### src/rtl/core/ahpf_pkg.sv
`default_nettype none

package ahpf_pkg;

  localparam int unsigned NUM_AXES     = 3;
  localparam int unsigned DT_W         = 24;
  localparam int unsigned SAMPLE_W     = 16;
  localparam int unsigned STATE_W      = 18;
  localparam int unsigned ALPHA_W      = 17;
  localparam int unsigned DEN_W        = 25;
  localparam int unsigned RC_W         = 24;
  localparam int unsigned GAIN_W       = 8;
  localparam int unsigned WARM_W       = 8;
  localparam int unsigned CFG_IDX_W    = 2;
  localparam int unsigned CFG_DATA_W   = 24;
  localparam int unsigned IN_DATA_W    = 72;
  localparam int unsigned OUT_DATA_W   = 48;
  localparam int unsigned AXIS_W       = 2;

  // one quotient bit per step, quotient is at most 1.0 in q1.16
  localparam int unsigned DIV_STEPS    = 17;
  localparam int unsigned DIV_CNT_W    = $clog2(DIV_STEPS);

  localparam logic [DT_W-1:0]    MAX_STEP_US = 24'd1000000;
  localparam logic [ALPHA_W-1:0] ONE_Q16     = 17'h10000;
  localparam logic [RC_W-1:0]    RC_RESET    = 24'd3000000;
  localparam logic [GAIN_W-1:0]  GAIN_RESET  = 8'd20;
  localparam logic [WARM_W-1:0]  WARM_RESET  = 8'd100;

  localparam logic [CFG_IDX_W-1:0] REG_RC_US        = 2'd0;
  localparam logic [CFG_IDX_W-1:0] REG_BOOST_GAIN   = 2'd1;
  localparam logic [CFG_IDX_W-1:0] REG_WARMUP_COUNT = 2'd2;

  localparam logic [AXIS_W-1:0] AXIS_LAST = 2'd2;

  typedef enum logic [2:0] {
    ST_IDLE,
    ST_DECIDE,
    ST_DIV,
    ST_MUL,
    ST_HP,
    ST_BOOST,
    ST_FIN
  } state_t;

  typedef struct packed {
    logic              load;
    logic              raw;
    logic              first;
    logic              div_init;
    logic              div_step;
    logic              mul;
    logic              hp;
    logic              boost;
    logic              commit;
    logic              out_load;
    logic [AXIS_W-1:0] axis;
  } cmd_t;

  typedef struct packed {
    logic long_step;
    logic first;
  } status_t;

endpackage

`default_nettype wire

### src/rtl/core/accel_highpass_filter_core.sv
`default_nettype none

// three-axis first-order rc high-pass filter for accelerometer samples. each
// input transaction carries one sample and the time step since the last one;
// each yields exactly one result transaction. a step over one second returns
// the raw sample with passed_through set and leaves the filter state alone;
// the first sample after reset is echoed and seeds the filter. later samples
// compute alpha = rc/(rc+dt) in q1.16 on a serial restoring divider (one
// quotient bit per step) and then run the three axes one after the other
// through a shared multiply, round/saturate and boost step. one sample is
// in flight at a time, and a new sample is taken while the previous result
// still waits in the output register. configuration must be written only
// while idle; the block itself does not enforce it.
module accel_highpass_filter_core #(
  parameter int unsigned HISTORY_DEPTH = 128
) (
  input  wire logic                                clk,
  input  wire logic                                rst_n,

  input  wire logic                                in_tvalid,
  output logic                                     in_tready,
  // dt_us[23:0], accel_x[39:24], accel_y[55:40], accel_z[71:56]
  input  wire logic [ahpf_pkg::IN_DATA_W-1:0]      in_tdata,

  output logic                                     out_tvalid,
  input  wire logic                                out_tready,
  // out_x[15:0], out_y[31:16], out_z[47:32]
  output logic      [ahpf_pkg::OUT_DATA_W-1:0]     out_tdata,
  // passed_through[0]
  output logic                                     out_tuser,

  // register 0 rc_us, 1 boost_gain, 2 warmup_count
  input  wire logic                                cfg_we,
  input  wire logic [ahpf_pkg::CFG_IDX_W-1:0]      cfg_index,
  input  wire logic [ahpf_pkg::CFG_DATA_W-1:0]     cfg_wdata
);

  // command and status between sequencer and datapath
  ahpf_pkg::cmd_t    cmd;
  ahpf_pkg::status_t status;

  ahpf_ctrl u_ctrl (
    .clk        (clk),
    .rst_n      (rst_n),
    .in_tvalid  (in_tvalid),
    .in_tready  (in_tready),
    .out_tvalid (out_tvalid),
    .out_tready (out_tready),
    .status     (status),
    .cmd        (cmd)
  );

  ahpf_datapath #(
    .HISTORY_DEPTH (HISTORY_DEPTH)
  ) u_datapath (
    .clk       (clk),
    .rst_n     (rst_n),
    .cmd       (cmd),
    .status    (status),
    .in_tdata  (in_tdata),
    .cfg_we    (cfg_we),
    .cfg_index (cfg_index),
    .cfg_wdata (cfg_wdata),
    .out_tdata (out_tdata),
    .out_tuser (out_tuser)
  );

endmodule

`default_nettype wire

### src/rtl/core/ahpf_div.sv
`default_nettype none

// restoring divider for alpha = rc * 2^16 / (rc + dt), one quotient bit per step
module ahpf_div (
  input  wire logic                          clk,
  input  wire logic                          init,
  input  wire logic                          step,
  input  wire logic [ahpf_pkg::RC_W-1:0]     rc,
  input  wire logic [ahpf_pkg::DT_W-1:0]     dt,
  output logic      [ahpf_pkg::ALPHA_W-1:0]  alpha
);

  logic [ahpf_pkg::DEN_W-1:0]   den_r;
  logic [ahpf_pkg::DEN_W-1:0]   rem_r;
  logic [ahpf_pkg::ALPHA_W-1:0] quo_r;
  logic                         nb_r;
  logic                         zero_r;

  logic [ahpf_pkg::DEN_W:0] trial;
  logic                     ge;

  always_comb begin
    trial = {rem_r, nb_r};
    ge    = trial >= {1'b0, den_r};
  end

  // quotient bits above bit 16 are zero since rc <= rc + dt, so the
  // remainder starts at rc * 2^16 >> 17
  always_ff @(posedge clk) begin
    if (init) begin
      den_r  <= ahpf_pkg::DEN_W'(rc) + ahpf_pkg::DEN_W'(dt);
      rem_r  <= ahpf_pkg::DEN_W'(rc[ahpf_pkg::RC_W-1:1]);
      nb_r   <= rc[0];
      quo_r  <= '0;
      zero_r <= (rc == '0) && (dt == '0);
    end else if (step) begin
      rem_r <= ge ? ahpf_pkg::DEN_W'(trial - {1'b0, den_r}) : ahpf_pkg::DEN_W'(trial);
      nb_r  <= 1'b0;
      quo_r <= {quo_r[ahpf_pkg::ALPHA_W-2:0], ge};
    end
  end

  assign alpha = zero_r ? ahpf_pkg::ONE_Q16 : quo_r;

endmodule

`default_nettype wire

### src/rtl/core/ahpf_datapath.sv
`default_nettype none

module ahpf_datapath #(
  parameter int unsigned HISTORY_DEPTH = 128
) (
  input  wire logic                              clk,
  input  wire logic                              rst_n,
  input  wire ahpf_pkg::cmd_t                    cmd,
  output ahpf_pkg::status_t                      status,
  input  wire logic [ahpf_pkg::IN_DATA_W-1:0]    in_tdata,
  input  wire logic                              cfg_we,
  input  wire logic [ahpf_pkg::CFG_IDX_W-1:0]    cfg_index,
  input  wire logic [ahpf_pkg::CFG_DATA_W-1:0]   cfg_wdata,
  output logic      [ahpf_pkg::OUT_DATA_W-1:0]   out_tdata,
  output logic                                   out_tuser
);

  localparam int unsigned CNT_W = $clog2(HISTORY_DEPTH + 1);

  // configuration
  logic [ahpf_pkg::RC_W-1:0]   rc_r;
  logic [ahpf_pkg::GAIN_W-1:0] gain_r;
  logic [ahpf_pkg::WARM_W-1:0] warm_r;

  // captured sample
  logic        [ahpf_pkg::DT_W-1:0]     dt_r;
  logic signed [ahpf_pkg::SAMPLE_W-1:0] x_r [ahpf_pkg::NUM_AXES];

  // filter history
  logic signed [ahpf_pkg::SAMPLE_W-1:0] last_in_r  [ahpf_pkg::NUM_AXES];
  logic signed [ahpf_pkg::STATE_W-1:0]  last_out_r [ahpf_pkg::NUM_AXES];
  logic        [CNT_W-1:0]              held_r;

  // per-axis work registers and result
  logic signed [37:0]                   prod_r;
  logic signed [ahpf_pkg::SAMPLE_W-1:0] res_r [ahpf_pkg::NUM_AXES];
  logic                                 pass_r;

  logic [ahpf_pkg::ALPHA_W-1:0] alpha;

  ahpf_div u_div (
    .clk   (clk),
    .init  (cmd.div_init),
    .step  (cmd.div_step),
    .rc    (rc_r),
    .dt    (dt_r),
    .alpha (alpha)
  );

  always_ff @(posedge clk) begin
    if (!rst_n) begin
      rc_r   <= ahpf_pkg::RC_RESET;
      gain_r <= ahpf_pkg::GAIN_RESET;
      warm_r <= ahpf_pkg::WARM_RESET;
    end else if (cfg_we) begin
      case (cfg_index)
        ahpf_pkg::REG_RC_US:        rc_r   <= cfg_wdata;
        ahpf_pkg::REG_BOOST_GAIN:   gain_r <= cfg_wdata[ahpf_pkg::GAIN_W-1:0];
        ahpf_pkg::REG_WARMUP_COUNT: warm_r <= cfg_wdata[ahpf_pkg::WARM_W-1:0];
        default: ;
      endcase
    end
  end

  always_ff @(posedge clk) begin
    if (cmd.load) begin
      dt_r   <= in_tdata[23:0];
      x_r[0] <= in_tdata[39:24];
      x_r[1] <= in_tdata[55:40];
      x_r[2] <= in_tdata[71:56];
    end
  end

  always_comb begin
    status.long_step = dt_r > ahpf_pkg::MAX_STEP_US;
    status.first     = held_r == '0;
  end

  // difference and multiply by alpha
  logic signed [19:0] diff;
  logic signed [17:0] alpha_s;
  logic signed [37:0] prod_nxt;

  always_comb begin
    diff     = 20'(last_out_r[cmd.axis]) + 20'(x_r[cmd.axis]) - 20'(last_in_r[cmd.axis]);
    alpha_s  = $signed({1'b0, alpha});
    prod_nxt = diff * alpha_s;
  end

  always_ff @(posedge clk) begin
    if (cmd.mul) begin
      prod_r <= prod_nxt;
    end
  end

  // round half up and saturate to 18 bits
  logic signed [37:0] rsum;
  logic signed [37:0] rsh;
  logic signed [ahpf_pkg::STATE_W-1:0] hp_sat;

  always_comb begin
    rsum = prod_r + 38'sd32768;
    rsh  = rsum >>> 16;
    if (rsh > 38'sd131071) begin
      hp_sat = 18'sd131071;
    end else if (rsh < -38'sd131072) begin
      hp_sat = -18'sd131072;
    end else begin
      hp_sat = 18'(rsh);
    end
  end

  always_ff @(posedge clk) begin
    if (!rst_n) begin
      held_r <= '0;
      for (int i = 0; i < ahpf_pkg::NUM_AXES; i++) begin
        last_in_r[i]  <= '0;
        last_out_r[i] <= '0;
      end
    end else begin
      if (cmd.first) begin
        held_r <= CNT_W'(1);
        for (int i = 0; i < ahpf_pkg::NUM_AXES; i++) begin
          last_in_r[i]  <= x_r[i];
          last_out_r[i] <= 18'(x_r[i]);
        end
      end
      if (cmd.hp) begin
        last_in_r[cmd.axis]  <= x_r[cmd.axis];
        last_out_r[cmd.axis] <= hp_sat;
      end
      if (cmd.commit && (held_r < CNT_W'(HISTORY_DEPTH))) begin
        held_r <= held_r + CNT_W'(1);
      end
    end
  end

  // boost stage: the high-pass value sits in last_out after the hp step
  logic                                 boosted;
  logic signed [8:0]                    gain_s;
  logic signed [26:0]                   gp;
  logic signed [27:0]                   rsel;
  logic signed [ahpf_pkg::SAMPLE_W-1:0] r_sat;

  always_comb begin
    boosted = ahpf_pkg::WARM_W'(held_r) >= warm_r;
    gain_s  = $signed({1'b0, gain_r});
    gp      = gain_s * last_out_r[cmd.axis];
    if (boosted) begin
      rsel = 28'(gp) + 28'(x_r[cmd.axis]) - 28'(last_out_r[cmd.axis]);
    end else begin
      rsel = 28'(last_out_r[cmd.axis]);
    end
    if (rsel > 28'sd32767) begin
      r_sat = 16'sh7fff;
    end else if (rsel < -28'sd32768) begin
      r_sat = -16'sh8000;
    end else begin
      r_sat = 16'(rsel);
    end
  end

  always_ff @(posedge clk) begin
    if (cmd.raw) begin
      pass_r <= status.long_step;
      for (int i = 0; i < ahpf_pkg::NUM_AXES; i++) begin
        res_r[i] <= x_r[i];
      end
    end
    if (cmd.boost) begin
      res_r[cmd.axis] <= r_sat;
    end
  end

  logic [ahpf_pkg::OUT_DATA_W-1:0] out_data_r;
  logic                            out_user_r;

  always_ff @(posedge clk) begin
    if (cmd.out_load) begin
      out_data_r <= {res_r[2], res_r[1], res_r[0]};
      out_user_r <= pass_r;
    end
  end

  assign out_tdata = out_data_r;
  assign out_tuser = out_user_r;

  assert property (@(posedge clk) disable iff (!rst_n)
    held_r <= CNT_W'(HISTORY_DEPTH))
    else $error("held sample count above history depth");

endmodule

`default_nettype wire

### src/rtl/core/ahpf_ctrl.sv
`default_nettype none

module ahpf_ctrl (
  input  wire logic              clk,
  input  wire logic              rst_n,
  input  wire logic              in_tvalid,
  output logic                   in_tready,
  output logic                   out_tvalid,
  input  wire logic              out_tready,
  input  wire ahpf_pkg::status_t status,
  output ahpf_pkg::cmd_t         cmd
);

  ahpf_pkg::state_t                  state_r, state_nxt;
  logic [ahpf_pkg::DIV_CNT_W-1:0]    cnt_r, cnt_nxt;
  logic [ahpf_pkg::AXIS_W-1:0]       axis_r, axis_nxt;
  logic                              out_tvalid_r, out_tvalid_nxt;

  always_ff @(posedge clk) begin
    if (!rst_n) begin
      state_r      <= ahpf_pkg::ST_IDLE;
      cnt_r        <= '0;
      axis_r       <= '0;
      out_tvalid_r <= 1'b0;
    end else begin
      state_r      <= state_nxt;
      cnt_r        <= cnt_nxt;
      axis_r       <= axis_nxt;
      out_tvalid_r <= out_tvalid_nxt;
    end
  end

  always_comb begin
    state_nxt = state_r;
    cnt_nxt   = cnt_r;
    axis_nxt  = axis_r;
    cmd       = '0;
    cmd.axis  = axis_r;
    in_tready = 1'b0;

    case (state_r)
      ahpf_pkg::ST_IDLE: begin
        // nothing is taken while reset is held
        in_tready = rst_n;
        if (in_tvalid && rst_n) begin
          cmd.load  = 1'b1;
          state_nxt = ahpf_pkg::ST_DECIDE;
        end
      end
      ahpf_pkg::ST_DECIDE: begin
        cmd.raw = 1'b1;
        if (status.long_step) begin
          state_nxt = ahpf_pkg::ST_FIN;
        end else if (status.first) begin
          cmd.first = 1'b1;
          state_nxt = ahpf_pkg::ST_FIN;
        end else begin
          cmd.div_init = 1'b1;
          cnt_nxt      = '0;
          state_nxt    = ahpf_pkg::ST_DIV;
        end
      end
      ahpf_pkg::ST_DIV: begin
        cmd.div_step = 1'b1;
        cnt_nxt      = cnt_r + 1'b1;
        if (cnt_r == ahpf_pkg::DIV_CNT_W'(ahpf_pkg::DIV_STEPS - 1)) begin
          axis_nxt  = '0;
          state_nxt = ahpf_pkg::ST_MUL;
        end
      end
      ahpf_pkg::ST_MUL: begin
        cmd.mul   = 1'b1;
        state_nxt = ahpf_pkg::ST_HP;
      end
      ahpf_pkg::ST_HP: begin
        cmd.hp    = 1'b1;
        state_nxt = ahpf_pkg::ST_BOOST;
      end
      ahpf_pkg::ST_BOOST: begin
        cmd.boost = 1'b1;
        if (axis_r == ahpf_pkg::AXIS_LAST) begin
          cmd.commit = 1'b1;
          state_nxt  = ahpf_pkg::ST_FIN;
        end else begin
          axis_nxt  = axis_r + 1'b1;
          state_nxt = ahpf_pkg::ST_MUL;
        end
      end
      ahpf_pkg::ST_FIN: begin
        if (!out_tvalid_r || out_tready) begin
          cmd.out_load = 1'b1;
          state_nxt    = ahpf_pkg::ST_IDLE;
        end
      end
      default: begin
        state_nxt = ahpf_pkg::ST_IDLE;
      end
    endcase

    if (cmd.out_load) begin
      out_tvalid_nxt = 1'b1;
    end else if (out_tready) begin
      out_tvalid_nxt = 1'b0;
    end else begin
      out_tvalid_nxt = out_tvalid_r;
    end
  end

  assign out_tvalid = out_tvalid_r;

  assert property (@(posedge clk) disable iff (!rst_n)
    (in_tvalid && in_tready) |=> state_r == ahpf_pkg::ST_DECIDE)
    else $error("accepted transaction not decoded next cycle");

  assert property (@(posedge clk) disable iff (!rst_n)
    $rose(out_tvalid_r) |-> $past(state_r == ahpf_pkg::ST_FIN))
    else $error("result raised outside finish state");

  assert property (@(posedge clk) disable iff (!rst_n)
    (state_r == ahpf_pkg::ST_MUL || state_r == ahpf_pkg::ST_HP ||
     state_r == ahpf_pkg::ST_BOOST) |-> axis_r <= ahpf_pkg::AXIS_LAST)
    else $error("axis counter out of range");

endmodule

`default_nettype wire

### config.mk
export PLATFORM = sky130hd
export DESIGN_NAME = accel_highpass_filter_core
export DESIGN_NICKNAME = d
export VERILOG_FILES = /design/src/rtl/core/ahpf_pkg.sv /design/src/rtl/core/accel_highpass_filter_core.sv /design/src/rtl/core/ahpf_div.sv /design/src/rtl/core/ahpf_datapath.sv /design/src/rtl/core/ahpf_ctrl.sv
export SDC_FILE = /design/constraint.sdc
export NUM_CORES = 2
export LEC_CHECK = 0
export ABC_AREA = 0
export BUFFER_PORTS_ARGS = -buffer_cell sky130_fd_sc_hd__clkbuf_2
export CAP_MARGIN = 40
export CELL_PAD_IN_SITES_DETAIL_PLACEMENT = 2
export CELL_PAD_IN_SITES_GLOBAL_PLACEMENT = 2
export CORE_ASPECT_RATIO = 1.1
export CORE_UTILIZATION = 42
export DETAILED_ROUTE_END_ITERATION = 16
export GPL_TIMING_DRIVEN = 1
export PLACE_DENSITY_LB_ADDON = 0.1
export SETUP_SLACK_MARGIN = 0.2
export SLEW_MARGIN = 20
export SYNTH_ARGS = -nofsm -noshare
export SYNTH_HDL_FRONTEND = slang
export SYNTH_SLANG_ARGS = --single-unit
### constraint.sdc
create_clock -name clk -period 14.11 [get_ports clk]
set_clock_uncertainty 0.1 [all_clocks]
set_input_delay 2.822 -clock clk [delete_from_list [all_inputs] [get_ports clk]]
set_output_delay 2.822 -clock clk [all_outputs]
set_load 0.02 [all_outputs]
==> metrics.md <==
| Metric | Value |
|---|---|
| Status | finished with violations |
| Share of cells above drive strength 1 | 10.1% |
| CTS tree | built |
| Worst path max stage delay | 810 ps |
| Tightest Pin Transition | roughly 1000 ps |
| Dpl cells | ~5.5k |
| Proportion of power drawn by combinational gates | around 46% |
| Critical path arrival | approximately 13000 ps |
| Final Hold Slack | approximately 320 ps |
| Post-CTS Setup Repair Bufs | 0 |
| Top cells by area, synth | edfxtp_1 28%, fa_1 25%, ha_1 7.3% |
| Detailed Place HPWL | approximately 120000 um |
| Top-count cell post-synth | inv_1 |
| Worst skew pair latency | just under 700 ps |
| Ys flop type | edfxtp_1 |
| Syn-to-layout area delta | 11.2% |
| Cell row count | 120 |
| Sequential area share after synthesis | 31.4% |
| Vias per inst | between 5 and 6 |
| Die H | 331 um |
| PostCTS Resize Cnt | 0 |
| Worst Setup Start Kind | flop |
| Hold WC Path Type | reg2reg |
| Via Count | ~31k |
| Max VDD drop | between 0.09 and 0.1 mV |
| Die area | around 0.10 mm^2 |
| Crit Path Max Fanout | 36 |
| Hold_buf cts | 0 |
| DR WL/cell | roughly 27 um |
| First DRT Iteration DRCs | 1879 |
| Syn Nets | between 4k and 5k |
| Post-Route WL | around 150000 um |
| Setup violators final | 0 |
| YS warnings | 0 |
| Post-Synthesis Cells | about 4.1k |
| Placed cell areas | around 0.044 mm^2 |
| Fin nets | about 5.2k |
| PortBufs | between 150 and 200 |
| Antenna violations before repair | 1 |
| Peak Freq | between 80 and 90 MHz |
| Most frequent cells after synthesis | 736 x inv_1, 550 x nand2_1, 521 x fa_1 |
| Wire length of the first global-routing pass | about 230000 um |
| Switching power | 0.00233 W |
| Final std cells w/o fill | 5626 |
| GRT Util Overall | between 30% and 40% |
| Total congestion overflow | 0 |
| CORE AREA | roughly 0.1 mm^2 |
| Synthesized area | roughly 0.041 mm^2 |
| Final period util | roughly 87% |
| Final Max Tran Viols | 0 |
| Vias in the first global route | ~36k |
| Synth area leader | edfxtp_1 |
| Antenna viol nets, final | 0 |
| Synth async-reset ratio | 0% |
| Setup crit end kind | flop |
| Filler instances | between 10k and 15k |
| Largest net degree at the start of global routing | 56 |
| Slowest stage cell, crit path | dfxtp_4 |
| Starting density of the core | 42.4% |
| Antenna diodes | 0 |
| Clock Tree Root | clkbuf_16 |
| CP dominant cell by count | fa_1 |
| RePlAce Congestion | 0.879 |
| Io pins | approximately 150 |
| EDFF count, synth | roughly 380 |
| Final TNS setup | 0 ps |
| Die width | between 300 and 400 um |
| Netlist cell types | 83 |
| PwrDens | approximately 120 mW/mm^2 |
| Fin util | between 40% and 50% |
| Worst EP required | 14520 ps |
| Power share of the clock group | 25.3% |
| Number of CTS-inserted buffers | between 50 and 60 |
| DRT Pass-1 Iters | 11 |
| CTS clk-pin slew, worst paths | 60 ps |
| Max-cap violations | 0 |
| Max transition margin | a little under a third |
| Sw Ratio | between 40% and 50% |
| Final Instance Area | between 0.04 and 0.05 mm^2 |
| Clock Path Buffers | 3 |
| Hold Violations, Final | 0 |
| Synth Area per Inst | 10.0 um^2 |
| Tmin final | 12320 ps |
| Sequential Power Share | ~28% |
| Violated checks | design-rule violations |
| Yosys top cell area share | 27.6% |
| Number of synthesized register bits | between 400 and 500 |
| DRC | 41 |
| Leakage | about 21 nW |
| Flip-flop and latch area | between 0.01 and 0.015 mm^2 |
| Clk sinks | 459 |
| Pint | around 0.0033 W |
| CTS H-Tree Depth | 2 |
| WS Path Type | reg2reg |
| RSZ-0062 raised after global routing | no |
| Hold_sp | u_datapath.res_r[2][13] |
| Multi-input logic area | about 0.025 mm^2 |
[cell families after synthesis]
kind of cell	synth area share (%)
xor+xnor	3.22
mux	3.12
flops	31.4
simple gates	13.3
fa+ha+maj	32.7
buf+inv	8.18
compound gates	8.04
[per-layer routing]
layer,wire length (um),vias up,track usage (%)
met3,6770,276,3.29
met2,74000,868,53.6
met1,61900,16494,39.0
li1,-,13659,-
met4,7960,2,14.3
met5,11,-,0
[registers in the layout (all words and copies together) (netlist names), 8 cells and up, named ones only]
register,cells
out_tdata,48
u_datapath.dt_r,24
u_datapath.gain_r,8
u_datapath.held_r,8
u_datapath.last_in_r,64
u_datapath.last_out_r,72
u_datapath.prod_r,23
u_datapath.rc_r,24
u_datapath.res_r,48
u_datapath.u_div.den_r,25
u_datapath.u_div.quo_r,17
u_datapath.u_div.rem_r,25
u_datapath.warm_r,8
u_datapath.x_r,48
[per-stage QoR]
step / worst slack [ps] / total power, W
after global routing: 894 / 0.00595
after floorplan: 2620 / 0.00332
after detailed placement: 1700 / 0.00419
after global placement: 2270 / 0.00406
after CTS: 1650 / 0.00566
final: 1790 / 0.00564
[worst max-delay path: cells and delay by family, from the launching register on]
kind / cells / cell delay, ps
AOI/OAI and AO/OA: 15 / 4550
xor gates and xnor gates: 1 / 680
adders and majority gates: 10 / 4280
buffers and inverters: 6 / 400
DFF: 1 / 810
muxes: 1 / 720
and+or+nand+nor: 4 / 640
[final cells by class]
class	instances	area share, %
clock inverter	28	0.681
clock buffer	72	3.18
multi-input combinational	2785	54.5
tap	1281	3.49
inverter	737	6.02
timing repair buffer	264	3.84
sequential	459	28.3
[power groups by stage]
stage               registers, W  logic (W)  clock network, W
floorplan                0.00161    0.00171                 0
global placement         0.00163    0.00244                 0
global route             0.00161    0.00286           0.00149
finish                   0.00161    0.00260           0.00143
detailed placement       0.00163    0.00256                 0
CTS                      0.00160    0.00260           0.00145
[placed cells by master, fill, tap and decap left out, types with 13 or more instances in the layout]
master | synthesis | routed
and3_1 | 27 | 27
o21a_1 | 22 | 22
xor2_1 | 52 | 52
nand4_1 | 18 | 18
a21oi_1 | 197 | 195
clkbuf_1 | 121 | 14
mux4_2 | 34 | 34
clkbuf_2 | 1 | 153
xnor2_1 | 100 | 97
ha_1 | 240 | 240
nand2_1 | 550 | 549
nor2_1 | 301 | 298
dfxtp_1 | 80 | 78
clkinv_2 | 0 | 13
clkbuf_16 | 0 | 55
nor3_1 | 39 | 38
nand2b_1 | 30 | 30
buf_4 | 5 | 82
nor2b_1 | 30 | 24
mux2i_1 | 51 | 51
and2_1 | 105 | 103
nor4_1 | 16 | 15
inv_1 | 736 | 735
edfxtp_1 | 379 | 379
fa_1 | 521 | 521
a21o_1 | 49 | 49
nand3_1 | 64 | 61
o21ai_0 | 163 | 163
[worst paths after layout]
check	endpoint	slack, ps	cells past startpoint
max	u_datapath.prod_r[37]	1790	37
min	out_tdata[45]	320	0
max reg2reg	u_datapath.prod_r[37]	1790	37
min reg2reg	out_tdata[45]	320	0
No activity file was read; power rests on OpenSTA's default activity.
